File: src/sv/cgp_pkg.sv
// Shared types and constants for the core gating policy block.
`timescale 1ns / 1ps
`default_nettype none
package cgp_pkg;

	localparam int CNT_W    = 6;
	localparam int NUM_W    = 2;
	localparam int APB_AW   = 3;
	localparam int APB_DW   = 32;

	localparam logic [CNT_W-1:0] CNT_MAX        = 6'd63;
	localparam logic [NUM_W-1:0] NUM_MAX        = 2'd3;
	localparam logic             ENABLE_RST     = 1'b1;
	localparam logic [CNT_W-1:0] THRESHOLD_RST  = 6'd30;

	localparam logic REG_ENABLE    = 1'b0;
	localparam logic REG_THRESHOLD = 1'b1;

	typedef enum logic [1:0] {
		ST_IDLE,
		ST_WAKE,
		ST_PARK,
		ST_FINISH
	} state_t;

	typedef struct packed {
		logic start;
		logic wake_step;
		logic park_step;
		logic idx_one;
		logic load_out;
	} cmd_t;

	typedef struct packed {
		logic idx_last;
		logic out_free;
	} status_t;

endpackage
`default_nettype wire

File: src/sv/cgp_regs.sv
// Configuration register file with an APB-style access port.
`timescale 1ns / 1ps
`default_nettype none
module cgp_regs (
	input  wire logic                       clk,
	input  wire logic                       arst_n,
	input  wire logic                       psel,
	input  wire logic                       penable,
	input  wire logic                       pwrite,
	input  wire logic [cgp_pkg::APB_AW-1:0] paddr,
	input  wire logic [cgp_pkg::APB_DW-1:0] pwdata,
	output logic      [cgp_pkg::APB_DW-1:0] prdata,
	output logic                            pready,
	output logic                            enable,
	output logic      [cgp_pkg::CNT_W-1:0]  threshold
);
	import cgp_pkg::*;

	logic             enable_q;
	logic [CNT_W-1:0] threshold_q;
	logic             wr;

	assign pready = 1'b1;
	assign wr = psel && penable && pwrite && pready;

	always_ff @(posedge clk or negedge arst_n) begin
		if (!arst_n) begin
			enable_q    <= ENABLE_RST;
			threshold_q <= THRESHOLD_RST;
		end else if (wr) begin
			case (paddr[2])
				REG_ENABLE:    enable_q    <= pwdata[0];
				REG_THRESHOLD: threshold_q <= pwdata[CNT_W-1:0];
				default: ;
			endcase
		end
	end

	always_comb begin
		case (paddr[2])
			REG_ENABLE:    prdata = APB_DW'(enable_q);
			REG_THRESHOLD: prdata = APB_DW'(threshold_q);
			default:       prdata = '0;
		endcase
	end

	assign enable    = enable_q;
	assign threshold = threshold_q;

endmodule
`default_nettype wire

File: src/sv/cgp_ctrl.sv
// Controller state machine sequencing the wake and park walks.
`timescale 1ns / 1ps
`default_nettype none
module cgp_ctrl (
	input  wire logic             clk,
	input  wire logic             arst_n,
	input  wire logic             in_valid,
	output logic                  in_ready,
	input  wire cgp_pkg::status_t st,
	output cgp_pkg::cmd_t         cmd
);
	import cgp_pkg::*;

	state_t state_q, state_d;

	always_ff @(posedge clk or negedge arst_n) begin
		if (!arst_n) begin
			state_q <= ST_IDLE;
		end else begin
			state_q <= state_d;
		end
	end

	always_comb begin
		state_d  = state_q;
		cmd      = '0;
		in_ready = 1'b0;
		case (state_q)
			ST_IDLE: begin
				in_ready = 1'b1;
				if (in_valid) begin
					cmd.start = 1'b1;
					state_d   = ST_WAKE;
				end
			end
			ST_WAKE: begin
				if (st.idx_last) begin
					cmd.idx_one = 1'b1;
					state_d     = ST_PARK;
				end else begin
					cmd.wake_step = 1'b1;
				end
			end
			ST_PARK: begin
				cmd.park_step = 1'b1;
				if (st.idx_last) begin
					state_d = ST_FINISH;
				end
			end
			ST_FINISH: begin
				if (st.out_free) begin
					cmd.load_out = 1'b1;
					state_d      = ST_IDLE;
				end
			end
			default: state_d = ST_IDLE;
		endcase
	end

endmodule
`default_nettype wire

File: src/sv/cgp_dp.sv
// Datapath: online mask, park counters, walk index and output register.
`timescale 1ns / 1ps
`default_nettype none
module cgp_dp #(
	parameter int NUM_CORES = 4
) (
	input  wire logic                      clk,
	input  wire logic                      arst_n,
	input  wire cgp_pkg::cmd_t             cmd,
	output cgp_pkg::status_t               st,
	input  wire logic                      enable,
	input  wire logic [cgp_pkg::CNT_W-1:0] threshold,
	input  wire logic [NUM_CORES-1:0]      at_max_mask,
	input  wire logic [NUM_CORES-1:0]      at_min_mask,
	output logic                           out_valid,
	input  wire logic                      out_ready,
	output logic      [NUM_CORES-1:0]      online_mask,
	output logic      [cgp_pkg::NUM_W-1:0] cores_woken,
	output logic      [cgp_pkg::NUM_W-1:0] cores_parked
);
	import cgp_pkg::*;

	localparam int IW = $clog2(NUM_CORES);

	logic [NUM_CORES-1:0] mask_q;
	logic [CNT_W-1:0]     cnt_q [NUM_CORES];
	logic [IW-1:0]        idx_q;
	logic [NUM_CORES-1:0] amax_q, amin_q;
	logic                 wake_en_q, park_en_q;
	logic [NUM_W-1:0]     woken_q, parked_q;

	logic                 ov_q;
	logic [NUM_CORES-1:0] out_mask_q;
	logic [NUM_W-1:0]     out_woken_q, out_parked_q;

	logic          lo_found, hi_found;
	logic [IW-1:0] lo_idx, hi_idx;
	logic          idx_last, wake_do, park_hit, park_do;

	// Lowest offline core and highest online core, core 0 excluded.
	always_comb begin
		lo_found = 1'b0;
		lo_idx   = '0;
		for (int i = NUM_CORES - 1; i >= 1; i--) begin
			if (!mask_q[i]) begin
				lo_found = 1'b1;
				lo_idx   = IW'(i);
			end
		end
	end

	always_comb begin
		hi_found = 1'b0;
		hi_idx   = '0;
		for (int i = 1; i < NUM_CORES; i++) begin
			if (mask_q[i]) begin
				hi_found = 1'b1;
				hi_idx   = IW'(i);
			end
		end
	end

	assign idx_last = (idx_q == IW'(NUM_CORES - 1));
	assign wake_do  = cmd.wake_step && wake_en_q && mask_q[idx_q] && amax_q[idx_q]
		&& !idx_last && lo_found;
	assign park_hit = cmd.park_step && park_en_q && mask_q[idx_q] && amin_q[idx_q]
		&& hi_found;
	assign park_do  = park_hit && (cnt_q[hi_idx] > threshold);

	always_ff @(posedge clk or negedge arst_n) begin
		if (!arst_n) begin
			mask_q <= NUM_CORES'(1);
			for (int i = 0; i < NUM_CORES; i++) begin
				cnt_q[i] <= '0;
			end
		end else begin
			if (wake_do) begin
				mask_q[lo_idx] <= 1'b1;
				cnt_q[lo_idx]  <= '0;
			end else if (park_do) begin
				mask_q[hi_idx] <= 1'b0;
				cnt_q[hi_idx]  <= '0;
			end else if (park_hit && cnt_q[hi_idx] != CNT_MAX) begin
				cnt_q[hi_idx] <= cnt_q[hi_idx] + CNT_W'(1);
			end
		end
	end

	always_ff @(posedge clk or negedge arst_n) begin
		if (!arst_n) begin
			idx_q     <= '0;
			wake_en_q <= 1'b0;
			park_en_q <= 1'b0;
			woken_q   <= '0;
			parked_q  <= '0;
		end else begin
			if (cmd.start) begin
				idx_q     <= '0;
				wake_en_q <= enable && !(&mask_q);
				park_en_q <= enable && (mask_q[NUM_CORES-1:1] != '0);
				woken_q   <= '0;
				parked_q  <= '0;
			end else if (cmd.idx_one) begin
				idx_q <= IW'(1);
			end else if (cmd.wake_step || cmd.park_step) begin
				idx_q <= idx_q + IW'(1);
			end
			if (wake_do && woken_q != NUM_MAX) begin
				woken_q <= woken_q + NUM_W'(1);
			end
			if (park_do && parked_q != NUM_MAX) begin
				parked_q <= parked_q + NUM_W'(1);
			end
		end
	end

	always_ff @(posedge clk) begin
		if (cmd.start) begin
			amax_q <= at_max_mask;
			amin_q <= at_min_mask;
		end
		if (cmd.load_out) begin
			out_mask_q   <= mask_q;
			out_woken_q  <= woken_q;
			out_parked_q <= parked_q;
		end
	end

	always_ff @(posedge clk or negedge arst_n) begin
		if (!arst_n) begin
			ov_q <= 1'b0;
		end else if (cmd.load_out) begin
			ov_q <= 1'b1;
		end else if (out_ready) begin
			ov_q <= 1'b0;
		end
	end

	assign st.idx_last = idx_last;
	assign st.out_free = !ov_q || out_ready;

	assign out_valid    = ov_q;
	assign online_mask  = out_mask_q;
	assign cores_woken  = out_woken_q;
	assign cores_parked = out_parked_q;

endmodule
`default_nettype wire

File: src/sv/core_gating_policy.sv
// Top level of the core gating policy block.
`timescale 1ns / 1ps
`default_nettype none
// Each transfer on the slave stream is one sampling tick carrying the per-core
// at-maximum and at-minimum frequency masks. Each tick yields exactly one
// transfer on the master stream with the online mask after the tick and the
// number of cores woken and parked during it.
// The policy registers (enable at 0x0, park threshold at 0x4) are written
// through the APB port. The user writes them only while the block is idle;
// the block itself does not enforce this. A tick runs a wake walk over the
// cores, then a park walk over each core above core 0, and then loads the
// output register. The walk over the cores in the datapath sets the length
// of a tick, and the block works on one tick at a time: it takes no new tick
// before the current one has loaded its result.
// The output register lets the next tick be taken while a result waits.
// When the receiver stalls, the finished result of the following tick waits
// in the datapath, with the controller holding, until the output register
// is free.
// Reset brings only core 0 online, clears all park counters, sets enable to 1
// and the park threshold to 30.
module core_gating_policy #(
	parameter int NUM_CORES = 4
) (
	input  wire logic                                      clk,
	input  wire logic                                      arst_n,
	input  wire logic                                      psel,
	input  wire logic                                      penable,
	input  wire logic                                      pwrite,
	input  wire logic [cgp_pkg::APB_AW-1:0]                paddr,
	input  wire logic [cgp_pkg::APB_DW-1:0]                pwdata,
	output logic      [cgp_pkg::APB_DW-1:0]                prdata,
	output logic                                           pready,
	input  wire logic                                      s_tvalid,
	output logic                                           s_tready,
	// Fields from bit 0: at_max_mask, at_min_mask.
	input  wire logic [((2*NUM_CORES+7)/8)*8-1:0]          s_tdata,
	output logic                                           m_tvalid,
	input  wire logic                                      m_tready,
	// Fields from bit 0: online_mask, cores_woken, cores_parked.
	output logic      [((NUM_CORES+2*cgp_pkg::NUM_W+7)/8)*8-1:0] m_tdata
);
	import cgp_pkg::*;

	localparam int OUT_W = ((NUM_CORES + 2 * NUM_W + 7) / 8) * 8;

	cmd_t             cmd;
	status_t          st;
	logic             enable;
	logic [CNT_W-1:0] threshold;
	logic [NUM_CORES-1:0] online_mask;
	logic [NUM_W-1:0]     cores_woken, cores_parked;

	cgp_regs u_regs (
		.clk       (clk),
		.arst_n    (arst_n),
		.psel      (psel),
		.penable   (penable),
		.pwrite    (pwrite),
		.paddr     (paddr),
		.pwdata    (pwdata),
		.prdata    (prdata),
		.pready    (pready),
		.enable    (enable),
		.threshold (threshold)
	);

	cgp_ctrl u_ctrl (
		.clk      (clk),
		.arst_n   (arst_n),
		.in_valid (s_tvalid),
		.in_ready (s_tready),
		.st       (st),
		.cmd      (cmd)
	);

	cgp_dp #(
		.NUM_CORES (NUM_CORES)
	) u_dp (
		.clk          (clk),
		.arst_n       (arst_n),
		.cmd          (cmd),
		.st           (st),
		.enable       (enable),
		.threshold    (threshold),
		.at_max_mask  (s_tdata[NUM_CORES-1:0]),
		.at_min_mask  (s_tdata[2*NUM_CORES-1:NUM_CORES]),
		.out_valid    (m_tvalid),
		.out_ready    (m_tready),
		.online_mask  (online_mask),
		.cores_woken  (cores_woken),
		.cores_parked (cores_parked)
	);

	assign m_tdata = OUT_W'({cores_parked, cores_woken, online_mask});

endmodule
`default_nettype wire

File: config.mk
export PLATFORM = sky130hd
export DESIGN_NAME = core_gating_policy
export DESIGN_NICKNAME = d
export VERILOG_FILES = /design/src/sv/cgp_pkg.sv /design/src/sv/cgp_regs.sv /design/src/sv/cgp_ctrl.sv /design/src/sv/cgp_dp.sv /design/src/sv/core_gating_policy.sv
export SDC_FILE = /design/constraint.sdc
export NUM_CORES = 1
export LEC_CHECK = 0
export BUFFER_PORTS_ARGS = -buffer_cell sky130_fd_sc_hd__buf_2
export CORE_MARGIN = 1
export CORE_UTILIZATION = 57
export CTS_CLUSTER_SIZE = 28
export DETAILED_ROUTE_END_ITERATION = 10
export GPL_TIMING_DRIVEN = 0
export PLACE_DENSITY = 0.95
export RECOVER_POWER = 100
export SKIP_CTS_REPAIR_TIMING = 1
export SLEW_MARGIN = 10
export SYNTH_ARGS = -nofsm -noshare
export SYNTH_HDL_FRONTEND = slang
export SYNTH_HIERARCHICAL = 1
export SYNTH_SLANG_ARGS = --single-unit
File: constraint.sdc
create_clock -name clk -period 5.31 [get_ports clk]
set_input_delay 1.593 -clock clk [delete_from_list [all_inputs] [get_ports clk]]
set_output_delay 1.593 -clock clk [all_outputs]
set_load 0.01 [all_outputs]
==> metrics.md <==
| Metric | Value |
|---|---|
| Die W | 79.1 um |
| Synthesized flop and latch total | 62 |
| Final setup vio count | 0 |
| Max clock buf depth | 2 |
| Hold Path Class | register to register |
| Utilization after layout | 69.3% |
| Final non-filler cell total | 463 |
| Fin. max-slew vios | 47 |
| GRT Residual Overflow | 0 |
| Internal power | 0.974 mW |
| Slew HR | -56.9% |
| Distinct cells, synth | 50 |
| Switching power | between 0.3 and 0.4 mW |
| Total number of vias | 2436 |
| WL final | between 6000 and 7000 um |
| Switching Fraction | ~28% |
| Syn avg cell area | 10.8 um^2 |
| Worst path cell trace | clkbuf_1, clkbuf_1, nand2_1, o31ai_1, a21boi_0, ha_1, nand3_1, nor2_1, a21oi_1, nor2_1, a211oi_1, o22ai_1 |
| Clock slew at reported path FFs | 60 ps |
| Syn-to-layout area delta | 14.8% |
| Starting Density | 60.4% |
| Hold Crit Start | u_dp/mask_q[1]$_DFFE_PN0P_ |
| Comb power frac | a little over a fifth |
| Multiplexer share of the synthesized area | 7.10% |
| Pwr per Cell Area | 346 nW/um^2 |
| Synthesized netlist cell count | 313 |
| Mapped Area | 3390 um^2 |
| Clock H-tree levels | 3 |
| Critical Path End Type | register |
| Hold Vio Cnt, Final | 0 |
| Final TNS setup | 0 ps |
| R2R setup slack | 900 ps |
| First-pass GRT wire length | about 10000 um |
| Clock Tree Root | clkbuf_8 |
| CP max stage cell | a211oi_1 |
| Clk pwr share | approximately 33% |
| CP Data Arrival Time | 4590 ps |
| Drt drc | 0 |
| ANT nets after route | 0 |
| Outcome | finished, violations left |
| Max Freq | 227 MHz |
| Worst-skew pair later-pin latency | 340 ps |
| Main combinational cell family by area after synthesis | simple AND/OR/NAND/NOR gates |
| Placer Congestion | between 0.8 and 0.9 |
| Worst R2R End | u_dp/cnt_q[6]$_DFFE_PN0P_ |
| Simple-gate share of the synthesized area | between 10% and 20% |
| Placed cells | 447 |
| Pin count of the biggest net entering global routing | 47 |
| Ports | 93 |
| Core Region | 5610 um^2 |
| Most common cell after layout, fill and taps aside | dfrtp_1 |
| Final setup skew | 8.29 ps |
| CTS tree | done |
| Number of core rows | 27 |
| RSZ-0062 raised after global routing | false |
| Synth Area in XOR/XNOR | between 1 and 1.5% |
| Area of the die | 6250 um^2 |
| Final Cycle Share | 83.1% |
| VDD IR max | about 0.39 mV |
| Crit path largest cell delay | between 800 and 900 ps |
| Nets@finish | 451 |
| Leakage power | 1.76 nW |
| Worst Path Required | between 5000 and 6000 ps |
| Number of global-route vias before repair | between 2000 and 2500 |
| Worst Tran Pin Value | 2350 ps |
| Commonest cells after routing, fill and taps aside | 40 x dfrtp_1, 31 x inv_1, 30 x buf_4, 29 x clkbuf_1, 27 x conb_1 |
| Share of cells above drive strength 1 | 23.0% |
| DR iter-0 viols | about 170 |
| Initial DRT Pass Iterations | 4 |
| Initial antenna violation count | 0 |
| Worst Setup Start Kind | register |
| Routed vias/inst | 5.26 |
| Post-synthesis sequential area ratio | 48.4% |
| Gr usage total | 22.3% |
| Wirelength per Cell | ~14 um |
| Synth warn | 6 |
| DP Wirelength | 4640 um |
| Post-synthesis compound-gate area fraction | 9.90% |
| Critical-path maximum fanout | 10 |
| Critical Path End | u_dp/cnt_q[6]$_DFFE_PN0P_ |
| Failing checks | max-capacitance violations, max-slew violations |
| Total CTS buffers | 9 |
| Reg-to-Reg Start | u_dp/mask_q[3]$_DFFE_PN0P_ |
| Sinks on the clock net | 62 |
| Adder-cell share of the synthesized area | 5.54% |
| Reg2reg path depth | 12 |
| Period minus WS final | 4410 ps |
| IO Port Bufs | 37 |
| Max_cap viols | 1 |
| Beginning of the critical path | u_dp/mask_q[3]$_DFFE_PN0P_ |
| Die span in y | 79.1 um |
| Critical path class | register to register |
| ANT cells | 0 |
| Seq pwr share | 45.6% |
==> registers in the layout (all words and copies together), names as in the netlist <==
signal and cells:
u_regs/enable 1, u_ctrl/state_q 2, u_dp/parked_q 2, u_dp/park_en_q 1, u_regs/threshold 6, u_dp/cnt_q 24
u_dp/cores_parked 2, u_dp/mask_q 4, u_dp/idx_q 2, u_dp/out_valid 1, u_dp/online_mask 4, u_dp/wake_en_q 1
u_dp/cores_woken 2, u_dp/amax_q 4, u_dp/woken_q 2, u_dp/amin_q 4
==> cell usage after synthesis (all sizes together) <==
cell type	count	area, um^2
dfrtp	40	1000
buf	34	248
inv	31	116
o22ai	19	119
edfxtp	16	480
nand2	16	60.1
ha	15	188
nor2	14	55.1
nor2b	13	81.3
mux2	12	135
and2	10	68.8
nand3	10	50.1
clkbuf	8	30.0
nor3	8	45.0
dfstp	6	158
mux2i	6	60.1
o21ai	6	30.0
nor3b	5	58.8
a21oi	4	20.0
nand2b	4	25.0
a211oi	3	47.6
a21o	3	22.5
a22oi	3	22.5
nand4	3	33.8
o31ai	3	22.5
xnor2	3	26.3
a21boi	2	15.0
conb	2	7.51
mux4	2	45.0
nand3b	2	15.0
xor2	2	17.5
a221o	1	10.0
nand4b	1	8.76
nor4	1	21.3
o21bai	1	7.51
o32a	1	10.0
o41ai	1	8.76
or3	1	6.26
or3b	1	8.76
==> critical path, delay by kind of cell, from the launching register on <==
family	cells	cell delay, ps
AOI/OAI and AO/OA	5	2030
adders and majority gates	1	330
buffers and inverters	2	890
DFF	1	530
and+or+nand+nor	4	460
==> routing by layer <==
metal	share of wire [%]	GRT usage [%]	wire length (um)
met5	0	0	0
met4	2.0	8.91	128
met1	43	28.1	2730
met3	6.3	6.67	396
met2	48	36.1	3060
==> area by class of cell <==
type                       count  area (um^2)
clock buffer                  11          141
fill                         432         1720
buffer                        42          273
clock inverter                 5         72.6
timing repair buffer          37          163
tap                           72         90.1
multi-input combinational    203         1390
inverter                      31          116
sequential                    62         1640
==> logic make-up (layout without fill, tap and decap cells) <==
family / after synthesis / count (layout)
AO/OA/AOI/OAI: 47 / 47
XOR/XNOR: 5 / 5
adder cells (fa/ha/maj): 15 / 15
buffers and inverters: 73 / 126
flip-flops: 62 / 62
multiplexers: 20 / 20
other: 2 / 27
AND/OR/NAND/NOR: 89 / 89
==> worst min path at each step <==
stage                     cells after the start  slack, ps                            end
after floorplan                               0        420  u_dp/online_mask[1]$_DFFE_PP_
after global placement                        0        420  u_dp/online_mask[1]$_DFFE_PP_
after detailed placement                      0        440  u_dp/online_mask[1]$_DFFE_PP_
after CTS                                     0        450  u_dp/online_mask[1]$_DFFE_PP_
after global routing                          0        460  u_dp/online_mask[1]$_DFFE_PP_
final                                         0        450  u_dp/online_mask[1]$_DFFE_PP_
==> power by group through the flow <==
| stage | Clock (mW) | Combinational [mW] | Sequential, mW |
|---|---|---|---|
| finish | 0.443 | 0.288 | 0.614 |
| floorplan | 0 | 0.213 | 0.628 |
| global route | 0.476 | 0.326 | 0.623 |
| CTS | 0.450 | 0.317 | 0.613 |
| detailed placement | 0 | 0.315 | 0.622 |
| global placement | 0 | 0.299 | 0.617 |
==> stage by stage <==
stage	power, mW	hold slack, ps	cell area, um^2	setup WS [ps]
after CTS	1.38	452	3970	1480
after floorplan	0.842	420	3480	1790
after global routing	1.42	459	3890	831
after global placement	0.916	423	3750	1480
after detailed placement	0.937	438	3750	1480
final	1.35	448	3890	898
No activity file was read; power rests on OpenSTA's default activity.
